**src/rtl/core/ppir_pkg.sv**
```systemverilog
// Shared types and constants of the progressive pixel interleave reorder unit.
// Used by the channel interfaces, the controller, the datapath and the top level.
// No dependencies.
package ppir_pkg;

   // Field widths fixed by the item and register formats
   localparam int DIM_W   = 9;   // width and height registers
   localparam int COORD_W = 9;   // internal scan coordinates
   localparam int SUM_W   = 10;  // coordinate plus step
   localparam int LVL_W   = 3;   // interleave level
   localparam int PIX_W   = 8;
   localparam int OUT_W   = 8;   // reported coordinates
   localparam int ACT_W   = 2;
   localparam int CSR_AW  = 4;
   localparam int CSR_DW  = 32;

   // Register indexes (paddr[3:2])
   localparam logic [1:0] CSR_IMG_WIDTH  = 2'd0;
   localparam logic [1:0] CSR_IMG_HEIGHT = 2'd1;
   localparam logic [1:0] CSR_STEP_LOG2  = 2'd2;

   // Request actions; the fourth code is unused and ignored
   typedef enum logic [ACT_W-1:0] {
      ACT_WRITE = 2'd0,
      ACT_READ  = 2'd1,
      ACT_START = 2'd2
   } action_type;

   typedef enum logic [2:0] {
      ST_SETTLE,
      ST_IDLE,
      ST_ADDR,
      ST_READ,
      ST_ADV,
      ST_EMIT,
      ST_EMIT_ERR
   } state_type;

   // Configuration as seen by the datapath
   typedef struct packed {
      logic [DIM_W-1:0] width;
      logic [DIM_W-1:0] height;
      logic [LVL_W-1:0] step_log2;
   } cfg_type;

   // Controller to datapath commands
   typedef struct packed {
      logic start;
      logic write;
      logic addr_calc;
      logic ram_rd;
      logic adv_step;
      logic out_load;
      logic out_err;
   } cmd_type;

   // Datapath to controller status
   typedef struct packed {
      logic read_bad;
      logic adv_finish;
      logic out_free;
   } status_type;

endpackage

```
**src/rtl/core/ppir_ctrl.sv**
```systemverilog
// Controller of the reorder unit: sequences load, frame start and interleaved reads.
// Depends on ppir_pkg; drives the datapath through cmd_type, reads status_type.
module ppir_ctrl (
   input  logic                      clock,
   input  logic                      reset,
   input  logic                      req_valid,
   input  logic [ppir_pkg::ACT_W-1:0] req_action,
   output logic                      req_ready,
   input  ppir_pkg::status_type      status,
   output ppir_pkg::cmd_type         cmd
);
   import ppir_pkg::*;

   state_type state_ff;
   state_type state_in;

   // State register; settle after reset and after each frame start so the frame total is fresh
   always_ff @(posedge clock) begin
      if (reset) begin
         state_ff <= ST_SETTLE;
      end else begin
         state_ff <= state_in;
      end
   end

   // Next state and commands
   always_comb begin
      state_in  = state_ff;
      cmd       = '0;
      req_ready = 1'b0;
      unique case (state_ff)
         ST_SETTLE: begin
            state_in = ST_IDLE;
         end
         ST_IDLE: begin
            req_ready = 1'b1;
            if (req_valid) begin
               unique case (req_action)
                  ACT_WRITE: begin
                     cmd.write = 1'b1;
                  end
                  ACT_START: begin
                     cmd.start = 1'b1;
                     state_in  = ST_SETTLE;
                  end
                  ACT_READ: begin
                     if (status.read_bad) begin
                        state_in = ST_EMIT_ERR;
                     end else begin
                        state_in = ST_ADDR;
                     end
                  end
                  default: begin
                     state_in = ST_IDLE;
                  end
               endcase
            end
         end
         ST_ADDR: begin
            cmd.addr_calc = 1'b1;
            state_in      = ST_READ;
         end
         ST_READ: begin
            cmd.ram_rd = 1'b1;
            state_in   = ST_ADV;
         end
         ST_ADV: begin
            cmd.adv_step = 1'b1;
            if (status.adv_finish) begin
               state_in = ST_EMIT;
            end
         end
         ST_EMIT: begin
            if (status.out_free) begin
               cmd.out_load = 1'b1;
               state_in     = ST_IDLE;
            end
         end
         ST_EMIT_ERR: begin
            if (status.out_free) begin
               cmd.out_err = 1'b1;
               state_in    = ST_IDLE;
            end
         end
         default: begin
            state_in = ST_SETTLE;
         end
      endcase
   end

endmodule

```
**config.mk**
```make
export PLATFORM = sky130hd
export DESIGN_NAME = ppir_ctrl
export DESIGN_NICKNAME = d
export VERILOG_FILES = /design/src/rtl/core/ppir_pkg.sv /design/src/rtl/core/ppir_ctrl.sv
export SDC_FILE = /design/constraint.sdc
export NUM_CORES = 1
export LEC_CHECK = 0
export BUFFER_PORTS_ARGS = -buffer_cell sky130_fd_sc_hd__buf_2
export CAP_MARGIN = 20
export CORE_AREA = 2 2 39 41
export CTS_CLUSTER_SIZE = 8
export DETAILED_ROUTE_END_ITERATION = 8
export DIE_AREA = 0 0 41 43
export GPL_TIMING_DRIVEN = 0
export PLACE_DENSITY_LB_ADDON = 0.3
export SLEW_MARGIN = 0
export SYNTH_ARGS = -nofsm -noshare
export SYNTH_HDL_FRONTEND = slang
export SYNTH_SLANG_ARGS = --single-unit
```
**constraint.sdc**
```tcl
create_clock -name clock -period 1 [get_ports clock]
set_input_delay 0.15 -clock clock [delete_from_list [all_inputs] [get_ports clock]]
set_output_delay 0.15 -clock clock [all_outputs]
set_load 0.01 [all_outputs]
```
## Word level (Yosys, flattened, before mapping)

Index checks and enable logic that the tools add are counted.

| storage, ports and cells | value |
|---|---|
| output and inout port bits | 8 |
| input port bits | 8 |
| logic and storage cells | 34 |
| bits in registers | 3 |

| cells by class | value |
|---|---|
| reductions and logical operators | 4 |
| eq/ne operators | 12 |
| mux-type cells | 17 |

Operators with widths:

| operator | number |
|---|---|
| $pmux 3 s6 | 1 |
| $mux 3 | 4 |
| $eq 3x3->1 const B | 3 |
| $mux 1 | 9 |
| $pmux 3 s3 | 1 |
| $eq 3x2->1 const B | 2 |
| $ne 2x2->1 const B | 3 |
| $mux 2 | 2 |
| $reduce_and 4->1 | 1 |
| $eq 3x1->1 const B | 1 |
| $logic_not 3->1 | 1 |
| $eq 2x1->1 const B | 1 |
| $eq 2x2->1 const B | 1 |
| $logic_not 2->1 | 1 |
| $ne 2x1->1 const B | 1 |
| $reduce_or 2->1 | 1 |

## Logic depth before layout (Yosys ltp)

| depth | value |
|---|---|
| depth in word-level cells | 4 |
| mapped depth | 5 |
| gate-level depth less buffers | 5 |

## Worst setup path before layout

Ideal clock, no wire load.

| timing path | value |
|---|---|
| path type | register -> output |
| start point | register state_ff[2] |
| end point | output cmd[5] (netlist bit) |
| path slack | -132 ps |
| stages on the path, launching flop included | 4 |
| data arrival time | 982 ps |
| path buffers | 1 |
| data required time | 850 ps |
| path through | dfxtp_1 -> buf_4 -> nor3b_2 -> and3_1 |

RTL lines:

| item | line | text |
|---|---|---|
| from (decl) | ppir_ctrl.sv:14 | `state_type state_ff;` |
| from (signal assigned) | ppir_ctrl.sv:22 | `state_ff <= state_in;` |
| to (decl) | ppir_ctrl.sv:10 | `output ppir_pkg::cmd_type cmd` |

==> summary.md <==
| Metric | Value |
|---|---|
| Main area contributors after synthesis | `dfxtp_1 20%, ha_1 13%, nor2_1 6.4%` |
| Worst Setup End Kind | `output pin` |
| DR vias | `342` |
| DRC violations left | `0` |
| DRT Pass-1 Iters | `2` |
| # IOs | `16` |
| Cell count after synthesis | `34` |
| Share of cells above drive strength 1 | `72.4%` |
| Failing checks | `negative setup slack` |
| First-pass GRT wire length | `1.12 mm` |
| Final hold vios | `0` |
| Worst-path clk slew | `0.04 ns` |
| Xor and xnor area share after synthesis | `0%` |
| Crit path buf inv count | `1` |
| Worst Setup Start Kind | `flop` |
| Seq/Total Area, Yosys | `20.3%` |
| Gr ovfl total | `0` |
| Final Wtd Congestion | `0.643` |
| Yosys cell types | `20` |
| Largest family of logic cells by synthesized area | `simple AND/OR/NAND/NOR gates` |
| Wire per inst | `10.7 um` |
| Area share of the largest cell type after synthesis | `20.3%` |
| Global Route Usage Sum | `10.0%` |
| Setup Crit Path Kind | `flop to output pin` |
| Core ar. | `0.00138 sq mm` |
| Ant diodes | `0` |
| R2R depth | `4` |
| H-tree Lvls | `1` |
| Initial drt markers | `4` |
| Crit path cell chain | `nor3b_4 -> and3_4 -> buf_6` |
| Initial Utilization | `21.3%` |
| # hold bufs at CTS | `0` |
| Total Power | `0.000478 W` |
| Worst hold path depth | `2` |
| Largest registers | `state_ff (3)` |
| Crit path setup slack, layout | `-0.311 ns` |
| Clock skew | `0.00424 ns` |
| Die area | `0.00176 sq mm` |
| Biggest register | `state_ff` |
| Post-route antenna net violation count | `0` |
| Post-DP Area | `409 sq um` |
| Warnings from Yosys | `0` |
| Post-Synth Adder-Cell Area | `12.7%` |
| Vias in the first global route | `264` |
| Leakage | `0.286 nW` |
| Maxcap violations | `0` |
| Mux share of post-synthesis cell area | `0%` |
| Status | `complete, but fails checks` |
| Multi-input logic area | `274 sq um` |
| VDD IR max | `401 uV` |
| Mapped Area | `295 sq um` |
| Slew headroom | `81.9%` |
| Slowest-stage cell, CP | `dfxtp_4` |
| Synth Area in Simple Gates | `36.9%` |
| Syn nets | `45` |
| Initial antenna violation count | `0` |
| CTS Buffer Depth | `2` |
| Required @ worst endpoint | `0.85 ns` |
| WP depth | `3` |
| CTS tree | `built` |
| Pwr dens | `853 mW/mm^2` |
| Height of the die | `43 um` |
| FILL cells | `154` |
| Overall routed net length | `793 um` |
| Upper clock frequency limit | `763 MHz` |
| Tightest Pin Transition | `0.271 ns` |
| Final nets | `70` |
| DP HPWL | `524 um` |
| Max-slew violation count | `0` |
| Setup violators final | `10` |
| Final min period | `1.31 ns` |
| Row cnt | `14` |
| Chip width | `41 um` |
| RSZ-0062 raised after global routing | `true` |
| Max FFs per register | `3` |
| Post-synth top area cell | `dfxtp_1` |
| CTS Root Cell | `clkbuf_4` |
| Mapped Avg Cell Area | `8.68 sq um` |
| Flops & latches, synth | `3` |
| Crit-path max cell delay | `0.38 ns` |
| Design area | `561 sq um` |
| Vias per cell | `4.62` |
| Compound-Gate Fraction of Synth Area | `21.2%` |
| CP arrival | `1.16 ns` |
| PortBufs | `15` |
| Clock Latency Late Sink | `0.23 ns` |
| CP max FO | `10` |
| Worst Hold Class | `input pin to flop` |
| Register area | `71.3 sq um` |
| Largest net degree at the start of global routing | `11` |
| Area grow syn2layout | `89.8%` |
| CP delay by family, top | `simple AND/OR/NAND/NOR gates` |
| Period utilization | `131%` |
| Clk sinks | `3` |
| Total CTS buffers | `3` |
[cells by family after synthesis]
group / count (synthesis)
adder cells (fa/ha/maj): 3
buffers and inverters: 4
AO/OA/AOI/OAI: 7
AND/OR/NAND/NOR: 17
flip-flops: 3
[timing repair]
| item | in CTS | in global routing |
|---|---|---|
| buffers inserted | 3 | 4 |
| resized for setup | 7 | 15 |
| pin swaps | 3 | 4 |
| endpoints found under the hold margin | 0 | 0 |
| endpoints found under the setup margin | 10 | 11 |
[layout by cell type (no fill, tap or decap), types with 2 or more instances in the layout]
master    synthesis  final
inv_1             2      2
buf_6             1      5
clkbuf_4          0      3
dfxtp_4           0      3
nand2b_4          0      2
and3_4            0      2
buf_4             1      4
ha_1              3      2
nor2_1            5      4
buf_2             0     12
[power by group]
group / internal, W / switching, W
clock: 0.000149 / 0.0000623
sequential: 0.000121 / 0.0000105
combinational: 0.0000825 / 0.0000518
total: 0.000353 / 0.000125
[final timing paths]
| path | slack [ns] | end | startpoint |
|---|---|---|---|
| setup reg to reg | -0.03 | state_ff[0] | state_ff[1] |
| hold / removal | 0.14 | state_ff[0] | reset |
| hold reg to reg | 0.48 | state_ff[0] | state_ff[0] |
| setup / recovery | -0.31 | cmd[5] | state_ff[2] |
[Yosys cell counts (all sizes together)]
master   number
a2111oi       1
a211oi        2
a21oi         1
a31o          2
and3          2
and3b         1
and4b         1
buf           2
dfxtp         3
ha            3
inv           2
nand2         1
nand2b        2
nand4b        1
nor2          5
nor2b         1
nor3b         3
o211a         1
[worst reg2reg max path: cells and delay by family, from the launching register on]
family                 cells  cell delay (ns)
DFF                        1             0.35
AOI/OAI and AO/OA          2             0.35
buffers and inverters      2             0.26
[layer usage]
layer	vias to the layer above	part of all wire (%)	GRT usage (%)
met5	-	0	0
met4	0	0	6.00
met3	0	7.1	6.28
met2	16	50	13.4
met1	151	43	11.5
li1	175	-	-
[per-stage QoR]
step / std cells / hold slack (ns) / setup WS (ns) / utilization [%] / setup TNS, ns
after global placement: 65 / 0.394 / -0.173 / 29.6 / -0.674
final: 74 / 0.136 / -0.311 / 40.5 / -1.69
after CTS: 71 / 0.122 / -0.338 / 34.4 / -2.44
after global routing: 74 / 0.137 / -0.369 / 40.5 / -2.34
after detailed placement: 65 / 0.385 / -0.187 / 29.6 / -0.615
after floorplan: 34 / 0.223 / -0.0703 / - / -0.141
[final cells by class]
type                            instances  share of cell area [%]
Sequential cell                         3                    12.7
Multi-Input combinational cell         27                    48.9
Timing Repair Buffer                   22                    28.8
Clock buffer                            4                    4.69
Tap cell                               16                    3.57
Inverter                                2                    1.34
(Power assumes the default switching activity.)
